[config.mk]
export PLATFORM = sky130hd
export DESIGN_NAME = rgb_led_serial_line_encoder_flat
export DESIGN_NICKNAME = d
export VERILOG_FILES = /design/src/rtl/lse_pkg.sv /design/src/rtl/lse_ifs.sv /design/src/rtl/rgb_led_serial_line_encoder.sv /design/src/rtl/lse_front.sv /design/src/rtl/lse_queue.sv /design/src/rtl/lse_back.sv /design/src/flat_wrapper.sv
export SDC_FILE = /design/constraint.sdc
export NUM_CORES = 1
export LEC_CHECK = 0
export ABC_AREA = 1
export BUFFER_PORTS_ARGS = -buffer_cell sky130_fd_sc_hd__buf_2
export CORE_ASPECT_RATIO = 0.75
export CORE_UTILIZATION = 60
export DETAILED_ROUTE_END_ITERATION = 16
export GPL_TIMING_DRIVEN = 0
export PLACE_DENSITY_LB_ADDON = 0.1
export SLEW_MARGIN = 0
export SYNTH_ARGS = -nofsm -noshare
export SYNTH_HDL_FRONTEND = slang
export SYNTH_HIERARCHICAL = 1
export SYNTH_SLANG_ARGS = --single-unit
export TNS_END_PERCENT = 10
[constraint.sdc]
create_clock -name clk -period 3.7 [get_ports clk]
set_input_delay 0.74 -clock clk [delete_from_list [all_inputs] [get_ports clk]]
set_output_delay 0.74 -clock clk [all_outputs]
set_load 0.01 [all_outputs]
[src/rtl/lse_pkg.sv]
package lse_pkg;

  localparam int TICK_COUNT_BITS = 12;
  localparam int PIXEL_BITS      = 24;
  localparam int COLOR_BITS      = 8;
  localparam int BIT_POS_BITS    = 5;
  localparam int CFG_INDEX_BITS  = 3;
  localparam int QUEUE_DEPTH     = 2;
  localparam int QUEUE_PTR_BITS  = 1;
  localparam int QUEUE_CNT_BITS  = 2;

  localparam logic [BIT_POS_BITS-1:0] PIXEL_TOP_BIT = BIT_POS_BITS'(PIXEL_BITS - 1);

  localparam logic [TICK_COUNT_BITS-1:0] ZERO_HIGH_RESET = TICK_COUNT_BITS'(25);
  localparam logic [TICK_COUNT_BITS-1:0] ZERO_LOW_RESET  = TICK_COUNT_BITS'(125);
  localparam logic [TICK_COUNT_BITS-1:0] ONE_HIGH_RESET  = TICK_COUNT_BITS'(75);
  localparam logic [TICK_COUNT_BITS-1:0] ONE_LOW_RESET   = TICK_COUNT_BITS'(75);

  typedef enum logic [CFG_INDEX_BITS-1:0] {
    REG_ZERO_HIGH = 3'd0,
    REG_ZERO_LOW  = 3'd1,
    REG_ONE_HIGH  = 3'd2,
    REG_ONE_LOW   = 3'd3
  } cfg_reg_t;

  typedef struct packed {
    logic                  is_load;
    logic [PIXEL_BITS-1:0] pixel;
  } step_t;

endpackage

[src/rtl/lse_ifs.sv]
interface lse_item_if;
  logic                          valid;
  logic                          ready;
  logic                          kind;
  logic [lse_pkg::COLOR_BITS-1:0] red;
  logic [lse_pkg::COLOR_BITS-1:0] green;
  logic [lse_pkg::COLOR_BITS-1:0] blue;

  modport source (output valid, kind, red, green, blue, input ready);
  modport sink   (input valid, kind, red, green, blue, output ready);
endinterface

interface lse_result_if;
  logic valid;
  logic ready;
  logic line_level;
  logic busy_res;
  logic refused;

  modport source (output valid, line_level, busy_res, refused, input ready);
  modport sink   (input valid, line_level, busy_res, refused, output ready);
endinterface

[src/rtl/rgb_led_serial_line_encoder.sv]
// Single-wire RGB LED line encoder. Each item beat is either one timing tick
// (kind 0) or a pixel load (kind 1, sent green, red, blue, MSB first); every
// beat yields exactly one result beat with the line level, busy flag and a
// refused flag for a load that arrived while a pixel was still going out.
// One beat is taken per clock while the queue has room; beats are decoded
// into a two-entry queue and run by the bit sequencer, whose state and
// result registers update as a beat is popped: one beat per cycle while the
// receiver takes results. The user must write tick counts (cfg_we/cfg_index/
// cfg_data) only while no beat is in flight; the block does not enforce this.
// Counts take effect at the next phase start; a count of zero acts as one tick.
module rgb_led_serial_line_encoder (
  input  logic                                clk,
  input  logic                                rst,
  lse_item_if.sink                            items,
  lse_result_if.source                        results,
  input  logic                                cfg_we,
  input  logic [lse_pkg::CFG_INDEX_BITS-1:0]  cfg_index,
  input  logic [lse_pkg::TICK_COUNT_BITS-1:0] cfg_data
);

  logic           q_full;
  logic           q_not_empty;
  logic           push;
  logic           pop;
  lse_pkg::step_t push_data;
  lse_pkg::step_t pop_data;

  lse_front u_front (
    .items     (items),
    .q_full    (q_full),
    .push      (push),
    .push_data (push_data)
  );

  lse_queue u_queue (
    .clk       (clk),
    .rst       (rst),
    .push      (push),
    .push_data (push_data),
    .pop       (pop),
    .full      (q_full),
    .not_empty (q_not_empty),
    .pop_data  (pop_data)
  );

  lse_back u_back (
    .clk         (clk),
    .rst         (rst),
    .q_not_empty (q_not_empty),
    .q_data      (pop_data),
    .pop         (pop),
    .cfg_we      (cfg_we),
    .cfg_index   (cfg_index),
    .cfg_data    (cfg_data),
    .results     (results)
  );

endmodule

[src/rtl/lse_front.sv]
module lse_front (
  lse_item_if.sink         items,
  input  logic             q_full,
  output logic             push,
  output lse_pkg::step_t   push_data
);

  assign items.ready = !q_full;
  assign push        = items.valid && !q_full;

  // green, red, blue packed MSB first
  always_comb begin
    push_data.is_load = items.kind;
    push_data.pixel   = {items.green, items.red, items.blue};
  end

endmodule

[src/rtl/lse_queue.sv]
module lse_queue (
  input  logic           clk,
  input  logic           rst,
  input  logic           push,
  input  lse_pkg::step_t push_data,
  input  logic           pop,
  output logic           full,
  output logic           not_empty,
  output lse_pkg::step_t pop_data
);

  lse_pkg::step_t                     slots [lse_pkg::QUEUE_DEPTH];
  logic [lse_pkg::QUEUE_PTR_BITS-1:0] wr_ptr;
  logic [lse_pkg::QUEUE_PTR_BITS-1:0] rd_ptr;
  logic [lse_pkg::QUEUE_CNT_BITS-1:0] count;

  assign full      = (count == lse_pkg::QUEUE_CNT_BITS'(lse_pkg::QUEUE_DEPTH));
  assign not_empty = (count != '0);
  assign pop_data  = slots[rd_ptr];

  always_ff @(posedge clk) begin
    if (push) begin
      slots[wr_ptr] <= push_data;
    end
  end

  always_ff @(posedge clk) begin
    if (rst) begin
      wr_ptr <= '0;
      rd_ptr <= '0;
      count  <= '0;
    end else begin
      if (push) begin
        wr_ptr <= wr_ptr + 1'b1;
      end
      if (pop) begin
        rd_ptr <= rd_ptr + 1'b1;
      end
      if (push && !pop) begin
        count <= count + 1'b1;
      end else if (pop && !push) begin
        count <= count - 1'b1;
      end
    end
  end

endmodule

[src/rtl/lse_back.sv]
module lse_back (
  input  logic                                clk,
  input  logic                                rst,
  input  logic                                q_not_empty,
  input  lse_pkg::step_t                      q_data,
  output logic                                pop,
  input  logic                                cfg_we,
  input  logic [lse_pkg::CFG_INDEX_BITS-1:0]  cfg_index,
  input  logic [lse_pkg::TICK_COUNT_BITS-1:0] cfg_data,
  lse_result_if.source                        results
);

  logic [lse_pkg::TICK_COUNT_BITS-1:0] zero_high_ticks;
  logic [lse_pkg::TICK_COUNT_BITS-1:0] zero_low_ticks;
  logic [lse_pkg::TICK_COUNT_BITS-1:0] one_high_ticks;
  logic [lse_pkg::TICK_COUNT_BITS-1:0] one_low_ticks;

  logic [lse_pkg::PIXEL_BITS-1:0]      pixel_shift, pixel_shift_next;
  logic [lse_pkg::BIT_POS_BITS-1:0]    bit_position, bit_position_next;
  logic                                in_low_phase, in_low_phase_next;
  logic [lse_pkg::TICK_COUNT_BITS-1:0] ticks_left, ticks_left_next;
  logic                                sending, sending_next;
  logic                                refused_next;
  logic [lse_pkg::TICK_COUNT_BITS-1:0] ticks_dec;

  logic                                out_valid;
  logic                                out_line;
  logic                                out_busy;
  logic                                out_refused;

  function automatic logic [lse_pkg::TICK_COUNT_BITS-1:0] phase_len(
    input logic                                bit_val,
    input logic                                low,
    input logic [lse_pkg::TICK_COUNT_BITS-1:0] zh,
    input logic [lse_pkg::TICK_COUNT_BITS-1:0] zl,
    input logic [lse_pkg::TICK_COUNT_BITS-1:0] oh,
    input logic [lse_pkg::TICK_COUNT_BITS-1:0] ol
  );
    logic [lse_pkg::TICK_COUNT_BITS-1:0] t;
    if (bit_val) begin
      t = low ? ol : oh;
    end else begin
      t = low ? zl : zh;
    end
    // zero register means one tick
    return (t == '0) ? lse_pkg::TICK_COUNT_BITS'(1) : t;
  endfunction

  always_ff @(posedge clk) begin
    if (rst) begin
      zero_high_ticks <= lse_pkg::ZERO_HIGH_RESET;
      zero_low_ticks  <= lse_pkg::ZERO_LOW_RESET;
      one_high_ticks  <= lse_pkg::ONE_HIGH_RESET;
      one_low_ticks   <= lse_pkg::ONE_LOW_RESET;
    end else if (cfg_we) begin
      case (lse_pkg::cfg_reg_t'(cfg_index))
        lse_pkg::REG_ZERO_HIGH: zero_high_ticks <= cfg_data;
        lse_pkg::REG_ZERO_LOW:  zero_low_ticks  <= cfg_data;
        lse_pkg::REG_ONE_HIGH:  one_high_ticks  <= cfg_data;
        lse_pkg::REG_ONE_LOW:   one_low_ticks   <= cfg_data;
        default: ;
      endcase
    end
  end

  assign pop       = q_not_empty && (!out_valid || results.ready);
  assign ticks_dec = ticks_left - 1'b1;

  always_comb begin
    pixel_shift_next  = pixel_shift;
    bit_position_next = bit_position;
    in_low_phase_next = in_low_phase;
    ticks_left_next   = ticks_left;
    sending_next      = sending;
    refused_next      = 1'b0;
    if (q_data.is_load) begin
      if (sending) begin
        refused_next = 1'b1;
      end else begin
        pixel_shift_next  = q_data.pixel;
        bit_position_next = lse_pkg::PIXEL_TOP_BIT;
        in_low_phase_next = 1'b0;
        sending_next      = 1'b1;
        ticks_left_next   = phase_len(q_data.pixel[lse_pkg::PIXEL_BITS-1], 1'b0,
                                      zero_high_ticks, zero_low_ticks,
                                      one_high_ticks, one_low_ticks);
      end
    end else if (sending) begin
      ticks_left_next = ticks_dec;
      if (ticks_dec == '0) begin
        if (!in_low_phase) begin
          in_low_phase_next = 1'b1;
          ticks_left_next   = phase_len(pixel_shift[lse_pkg::PIXEL_BITS-1], 1'b1,
                                        zero_high_ticks, zero_low_ticks,
                                        one_high_ticks, one_low_ticks);
        end else if (bit_position == '0) begin
          in_low_phase_next = 1'b0;
          sending_next      = 1'b0;
        end else begin
          bit_position_next = bit_position - 1'b1;
          pixel_shift_next  = {pixel_shift[lse_pkg::PIXEL_BITS-2:0], 1'b0};
          in_low_phase_next = 1'b0;
          ticks_left_next   = phase_len(pixel_shift[lse_pkg::PIXEL_BITS-2], 1'b0,
                                        zero_high_ticks, zero_low_ticks,
                                        one_high_ticks, one_low_ticks);
        end
      end
    end
  end

  always_ff @(posedge clk) begin
    if (rst) begin
      pixel_shift  <= '0;
      bit_position <= '0;
      in_low_phase <= 1'b0;
      ticks_left   <= '0;
      sending      <= 1'b0;
    end else if (pop) begin
      pixel_shift  <= pixel_shift_next;
      bit_position <= bit_position_next;
      in_low_phase <= in_low_phase_next;
      ticks_left   <= ticks_left_next;
      sending      <= sending_next;
    end
  end

  always_ff @(posedge clk) begin
    if (rst) begin
      out_valid <= 1'b0;
    end else if (pop) begin
      out_valid <= 1'b1;
    end else if (results.ready) begin
      out_valid <= 1'b0;
    end
  end

  always_ff @(posedge clk) begin
    if (pop) begin
      out_line    <= sending_next && !in_low_phase_next;
      out_busy    <= sending_next;
      out_refused <= refused_next;
    end
  end

  assign results.valid      = out_valid;
  assign results.line_level = out_line;
  assign results.busy_res   = out_busy;
  assign results.refused    = out_refused;

  a_line_needs_busy: assert property (@(posedge clk) disable iff (rst)
    out_valid && out_line |-> out_busy)
    else $error("line high while not busy");

  a_refuse_needs_busy: assert property (@(posedge clk) disable iff (rst)
    out_valid && out_refused |-> out_busy)
    else $error("refused beat while idle");

  a_ticks_nonzero: assert property (@(posedge clk) disable iff (rst)
    sending |-> ticks_left != '0)
    else $error("phase counter empty while sending");

  a_bit_pos_range: assert property (@(posedge clk) disable iff (rst)
    sending |-> bit_position <= lse_pkg::PIXEL_TOP_BIT)
    else $error("bit position out of range");

  a_refuse_keeps_state: assert property (@(posedge clk) disable iff (rst)
    pop && q_data.is_load && sending |=> sending && $stable(pixel_shift))
    else $error("refused load disturbed the pixel");

endmodule

[src/flat_wrapper.sv]
// flat-port wrapper written by rule: the top's interface ports become plain ports
module rgb_led_serial_line_encoder_flat 
  (clk, rst, cfg_we, cfg_index, cfg_data, items_valid, items_kind, items_red, items_green, items_blue, items_ready, results_valid, results_line_level, results_busy_res, results_refused, results_ready);
  lse_item_if items_i ();
  lse_result_if results_i ();
  input  logic clk;
  input  logic rst;
  input  logic cfg_we;
  input  logic [lse_pkg::CFG_INDEX_BITS-1:0] cfg_index;
  input  logic [lse_pkg::TICK_COUNT_BITS-1:0] cfg_data;
  input wire logic [$bits(items_i.valid)-1:0] items_valid;
  input wire logic [$bits(items_i.kind)-1:0] items_kind;
  input wire logic [$bits(items_i.red)-1:0] items_red;
  input wire logic [$bits(items_i.green)-1:0] items_green;
  input wire logic [$bits(items_i.blue)-1:0] items_blue;
  output wire logic [$bits(items_i.ready)-1:0] items_ready;
  output wire logic [$bits(results_i.valid)-1:0] results_valid;
  output wire logic [$bits(results_i.line_level)-1:0] results_line_level;
  output wire logic [$bits(results_i.busy_res)-1:0] results_busy_res;
  output wire logic [$bits(results_i.refused)-1:0] results_refused;
  input wire logic [$bits(results_i.ready)-1:0] results_ready;
  assign items_i.valid = items_valid;
  assign items_i.kind = items_kind;
  assign items_i.red = items_red;
  assign items_i.green = items_green;
  assign items_i.blue = items_blue;
  assign items_ready = items_i.ready;
  assign results_valid = results_i.valid;
  assign results_line_level = results_i.line_level;
  assign results_busy_res = results_i.busy_res;
  assign results_refused = results_i.refused;
  assign results_i.ready = results_ready;
  rgb_led_serial_line_encoder u_core (.clk(clk), .rst(rst), .items(items_i), .results(results_i), .cfg_we(cfg_we), .cfg_index(cfg_index), .cfg_data(cfg_data));
endmodule
* Yosys cells after proc, flatten, opt, wreduce, memory -nomap -nowiden
Memory sizes are Yosys's and may differ from the RTL's. A register that Yosys moved wholly into a read port is not among the register bits.
Cells that the tools add are included.
** Cells by class
- Add/subtract/negate cells :: 6
- Equal/unequal tests :: 6
- Multiplexer cells :: 54
- Reductions and logical operators :: 29
** Operators with widths (count)
- $mux 12 :: 23
- $mux 24 :: 6
- $logic_not 12->1 :: 4
- $mux 5 :: 6
- $mux 1 :: 17
- $reduce_bool 2->1 :: 6
- $sub 12x1->12 const B :: 1
- $reduce_and 2->1 :: 4
- $eq 3x2->1 const B :: 2
- $reduce_and 6->1 :: 1
- $logic_and 1x1->1 :: 5
- $logic_not 1->1 :: 5
- $logic_not 5->1 :: 1
- $sub 5x1->5 const B :: 1
- $mux 2 :: 2
- $eq 3x1->1 const B :: 1
- $logic_not 3->1 :: 1
- $reduce_and 3->1 :: 1
- $add 1x1->1 const B :: 2
- $add 2x1->2 const B :: 1
- $eq 2x2->1 const B :: 1
- $ne 2x1->1 const B :: 1
- $ne 2x2->1 const B :: 1
- $sub 2x1->2 const B :: 1
- $logic_or 1x1->1 :: 1
** Word-level totals
- Register bits :: 99
- RAM bits :: 50
- Bits of input ports :: 45
- Output and inout port bits :: 5
- Word-level logic and storage cells :: 112
- Memories :: 1
** Memory list
- u_core.u_queue.slots :: words 2, bits a word 25, rd ports 1, clocked after memory_dff 1, wr ports 1, RTL line lse_queue.sv:12 : lse_pkg::step_t slots [lse_pkg::QUEUE_DEPTH];

* Depth between registers and ports, before layout
- Word-level depth :: 13
- Mapped depth :: 15
- Gate-level depth less buffers :: 14

* Hierarchy
Netlist, hierarchy kept.
** Modules (own cells, without submodules)
- lse_back :: instances 1, cells each 846, area each 5276.3 µm², seq. area each 1931.9 µm²
- lse_queue :: instances 1, cells each 111, area each 2135.8 µm², seq. area each 1601.5 µm²
- lse_front :: instances 1, cells each 28, area each 201.4 µm², seq. area each 0.0 µm²

* Worst setup path after synthesis
OpenSTA, ideal clock, no wires.
- Path type :: reg2reg
- Start point :: reg (tool-made name)
- End point :: reg u_core/u_back/pixel_shift[22] in the netlist's numbering
- Library setup time :: 0.064 ns
- Data arrival time :: 2.841 ns
- Required time :: 3.636 ns
- Slack :: 0.795 ns
- Stages on the path, launching flop included :: 15
- Path buffers :: 6
- Clock period less this slack :: 2.905 ns
- Cells stage by stage :: dfxtp_1 buf_6 buf_12 mux2_4 clkbuf_1 inv_1 clkbuf_1 ha_1 nor4_2 nand2_1 clkbuf_1 clkbuf_1 nand3_1 nand2_1 nor2_1
** RTL lines
- end signal, assigned :: RTL line lse_back.sv:119 : pixel_shift <= pixel_shift_next;
- end, declared :: RTL line lse_back.sv:18 : logic [lse_pkg::PIXEL_BITS-1:0] pixel_shift, pixel_shift_next;

==> run_summary.xml <==
<?xml version="1.0" encoding="UTF-8"?>
<metrics>
  <group name="run_status">
    <metric name="outcome" unit="">completed</metric>
  </group>
  <group name="power">
    <metric name="peakVddDrop" unit="mV">0.6096</metric>
    <metric name="power_density" unit="nW/um^2">837.9</metric>
    <metric name="p_leak" unit="nW">3.758</metric>
    <metric name="finalPower" unit="mW">7.165</metric>
  </group>
  <group name="floorplanning">
    <metric name="design.portCount" unit="">50</metric>
    <metric name="fp.dieArea" unit="sq um">13150</metric>
    <metric name="die_w" unit="um">132.1</metric>
    <metric name="floorplan.die.height" unit="um">99.56</metric>
    <metric name="floorplan.initialDensity" unit="%">61.87</metric>
    <metric name="floorplan.rows" unit="">35</metric>
    <metric name="core_area" unit="sq um">12310</metric>
  </group>
  <group name="clocking">
    <metric name="clk_transition_reported_paths" unit="ps">60</metric>
    <metric name="clock-sinks" unit="">150</metric>
    <metric name="root_buffer" unit="">clkbuf_16</metric>
    <metric name="numCtsBuffers" unit="">17</metric>
    <metric name="postCtsHoldBufs" unit="">0</metric>
    <metric name="cts_setup_buffers" unit="">0</metric>
    <metric name="cts_max_path_buffers" unit="">2</metric>
    <metric name="clock_tree_from_tritoncts" unit="">built</metric>
    <metric name="clock_latency_at_the_later_pin_of_the_worst_skew_pair" unit="ps">420</metric>
    <metric name="post_cts.resized_instances" unit="">0</metric>
    <metric name="maximum_level_of_the_cts_h_tree" unit="">4</metric>
  </group>
  <group name="setup_path">
    <metric name="rr_endpoint" unit="">u_core/u_back/pixel_shift[22]</metric>
    <metric name="top_fanout_value_on_the_critical_path" unit="">10</metric>
    <metric name="worst_setup_path_start_kind" unit="">flop</metric>
    <metric name="setup.worst_path.end_class" unit="">flop</metric>
    <metric name="critPathKind" unit="">flop to flop</metric>
    <metric name="worstSetupEndpoint" unit="">u_core/u_back/pixel_shift[22]</metric>
    <metric name="worst_endpoint_data_arrival_time" unit="ps">3660</metric>
    <metric name="required" unit="ps">4010</metric>
    <metric name="timing.reg2reg.setup_slack" unit="ps">350</metric>
    <metric name="worst_reg_to_reg_path_cell_count" unit="">14</metric>
  </group>
  <group name="detailed_routing">
    <metric name="highest_metal_layer_with_signal_wires" unit="">met4</metric>
    <metric name="m1_wire_length" unit="um">9041</metric>
    <metric name="drc_errors" unit="">0</metric>
    <metric name="dr.pass1.iters" unit="">6</metric>
    <metric name="routed_via_density" unit="">5.406</metric>
    <metric name="detailroute.wirelength.met2" unit="um">7650</metric>
    <metric name="route.final.wire_length" unit="um">18300</metric>
    <metric name="routed_wire_length_per_instance" unit="um">15.15</metric>
    <metric name="met3WireLength" unit="um">1471</metric>
    <metric name="num_vias" unit="">6530</metric>
    <metric name="ant_nets" unit="">0</metric>
    <metric name="drtIter0Drc" unit="">706</metric>
  </group>
  <group name="global_route">
    <metric name="grt_overflow" unit="">0</metric>
    <metric name="first_pass_grt_wire_length" unit="um">29770</metric>
    <metric name="grt_antenna_before_repair" unit="">0</metric>
    <metric name="track_usage" unit="%">29.10</metric>
    <metric name="grt_max_degree" unit="">27</metric>
    <metric name="via_count_of_the_first_global_routing_pass" unit="">5891</metric>
  </group>
  <group name="logic_synthesis">
    <metric name="synth_cells" unit="">985</metric>
    <metric name="postSynthAreaPerCell" unit="sq um">7.729</metric>
    <metric name="asyncSetResetFlopFracSynth" unit="%">0</metric>
    <metric name="yosys_most_used_dff" unit="">dfxtp_1</metric>
    <metric name="synth.largest_area_cell" unit="">dfxtp_1</metric>
    <metric name="syn-cell-area" unit="sq um">7614</metric>
    <metric name="ys.warnings.count" unit="">6</metric>
    <metric name="ys_ff_latch" unit="">150</metric>
    <metric name="yosys-top-cells-area" unit="">dfxtp_1 26%, edfxtp_1 21%, nand2_1 11%</metric>
    <metric name="yosysUniqueCellTypes" unit="">40</metric>
    <metric name="synth_top_area_share" unit="%">25.51</metric>
    <metric name="yosysSeqAreaShare" unit="%">46.41</metric>
    <metric name="synth_edf_count" unit="">53</metric>
    <metric name="synth_fp_nets" unit="">1036</metric>
  </group>
  <group name="sta">
    <metric name="fmax" unit="MHz">298.5</metric>
    <metric name="timing_worst_slew_pin_value" unit="ps">1039</metric>
    <metric name="slew_violations" unit="">0</metric>
    <metric name="setup-tns-final" unit="ps">0</metric>
    <metric name="worst_clock_skew" unit="ps">9.738</metric>
    <metric name="timing.final.crit_share" unit="%">90.55</metric>
    <metric name="setup_violations" unit="">0</metric>
    <metric name="maxSlewHeadroom" unit="%">30.68</metric>
    <metric name="finalHoldViolCount" unit="">0</metric>
    <metric name="final.min_clock_period" unit="ps">3350</metric>
    <metric name="rsz0062_at_grt" unit="">false</metric>
  </group>
  <group name="layout">
    <metric name="post_route_cells_drive_above_1_share" unit="%">13.05</metric>
    <metric name="syn2layout_area_growth" unit="%">12.31</metric>
    <metric name="nNetsFinal" unit="">1080</metric>
    <metric name="finish.cell_count_without_fillers" unit="">1208</metric>
    <metric name="insertedDiodeCount" unit="">0</metric>
  </group>
  <group name="worst_hold_path">
    <metric name="worst_hold_path_type" unit="">flop to flop</metric>
    <metric name="hold_depth" unit="">2</metric>
  </group>
  <group name="place">
    <metric name="detailedPlacementHpwl" unit="um">13070</metric>
    <metric name="placedCellCount" unit="">1176</metric>
    <metric name="port_bufs" unit="">24</metric>
    <metric name="gp_routability_congestion" unit="">0.9476</metric>
  </group>
  <group name="flow_run">
    <metric name="cap_viol_max_count" unit="">0</metric>
  </group>
</metrics>
layout by cell type (no fill, tap or decap), types with 27 or more instances in the layout:
cell type	instances
a21oi_1	58
buf_2	27
clkbuf_1	33
dfxtp_1	97
edfxtp_1	53
inv_1	107
nand2_1	214
nand3_1	67
nor2_1	126
o21ai_0	103
per-layer routing:
layer | vias to the layer above | GRT usage [%]
met2 | 267 | 42.69
met3 | 13 | 4.893
li1 | 3275 | -
met5 | - | 0
met4 | 0 | 7.692
met1 | 2975 | 44.11
area by class of cell:
class / count / area (sq um)
fill: 1042 / 3755
clock buffer: 17 / 425.4
clock inverter: 15 / 155.1
multi-input combinational: 655 / 3263
buffer: 70 / 417.9
timing repair buffer: 25 / 135.1
sequential: 150 / 3533
tap: 166 / 207.7
inverter: 110 / 412.9
critical path, stage by stage (launching register included):
cell and delay, ps:
dfxtp_1 320, buf_6 150, buf_12 160, mux2_4 360, clkbuf_2 220, inv_1 220
clkbuf_1 370, ha_1 270, nor4_4 70, nand2_1 130, clkbuf_1 380, clkbuf_2 330
nand3_1 120, nand2_1 70, nor2_1 50
cell usage after synthesis (7+ instances only):
| library cell | instances |
|---|---|
| mux2_4 | 20 |
| nand2_1 | 214 |
| nand4_1 | 7 |
| inv_1 | 107 |
| o21ai_0 | 103 |
| a21oi_1 | 58 |
| dfxtp_1 | 97 |
| edfxtp_1 | 53 |
| buf_4 | 25 |
| clkbuf_1 | 35 |
| nor2_1 | 127 |
| nand3_1 | 67 |
| o22ai_1 | 7 |
power by group:
part | switching (mW) | internal (mW) | leakage (nW) | total (mW)
clock network | 0.754 | 0.956 | 0.282 | 1.71
logic | 2.14 | 1.13 | 2.19 | 3.26
registers | 0.167 | 2.03 | 1.29 | 2.19
state kept, by name, indices dropped and copies added, names as in the netlist, 5 cells and up, named ones only:
register                       cells
u_core/u_back/ticks_left          12
u_core/u_back/one_high_ticks      12
u_core/u_back/zero_low_ticks      12
u_core/u_back/bit_position         5
u_core/u_back/pixel_shift         24
u_core/u_back/one_low_ticks       12
u_core/u_back/zero_high_ticks     12
u_core/u_queue/slots              50
logic make-up (layout without fill, tap and decap cells):
| group | Yosys count | count (layout) | share of synthesized area [%] |
|---|---|---|---|
| DFF | 150 | 150 | 46.41 |
| and+or+nand+nor | 440 | 440 | 24.37 |
| buffers and inverters | 180 | 237 | 10.88 |
| adders and majority gates | 6 | 6 | 0.9860 |
| muxes | 25 | 25 | 4.684 |
| xor gates and xnor gates | 3 | 3 | 0.3452 |
| AOI/OAI and AO/OA | 181 | 181 | 12.33 |
worst min path at each step:
stage / start / to / slack (ps)
after floorplan: u_core/u_back/zero_low_ticks[2] / u_core/u_back/zero_low_ticks[2] / 420
after global placement: u_core/u_back/zero_low_ticks[2] / u_core/u_back/zero_low_ticks[2] / 430
after detailed placement: u_core/u_back/zero_low_ticks[3] / u_core/u_back/zero_low_ticks[3] / 440
after CTS: u_core/u_back/zero_low_ticks[3] / u_core/u_back/zero_low_ticks[3] / 460
after global routing: u_core/u_back/zero_low_ticks[6] / u_core/u_back/zero_low_ticks[6] / 480
final: u_core/u_back/zero_low_ticks[6] / u_core/u_back/zero_low_ticks[6] / 450
stage by stage:
| step | hold slack (ps) | setup slack [ps] | utilization (%) | instance area (sq um) |
|---|---|---|---|---|
| after detailed placement | 438.8 | 64.88 | 64.68 | 7959 |
| after CTS | 455.4 | 30.22 | 69.40 | 8539 |
| after global routing | 484.6 | 101.6 | 69.49 | 8551 |
| after global placement | 431.8 | 89.57 | 64.53 | 7941 |
| final | 454.3 | 349.7 | 69.49 | 8551 |
| after floorplan | 423.6 | 794.9 | - | 7614 |
No activity file was read; power rests on OpenSTA's default activity.
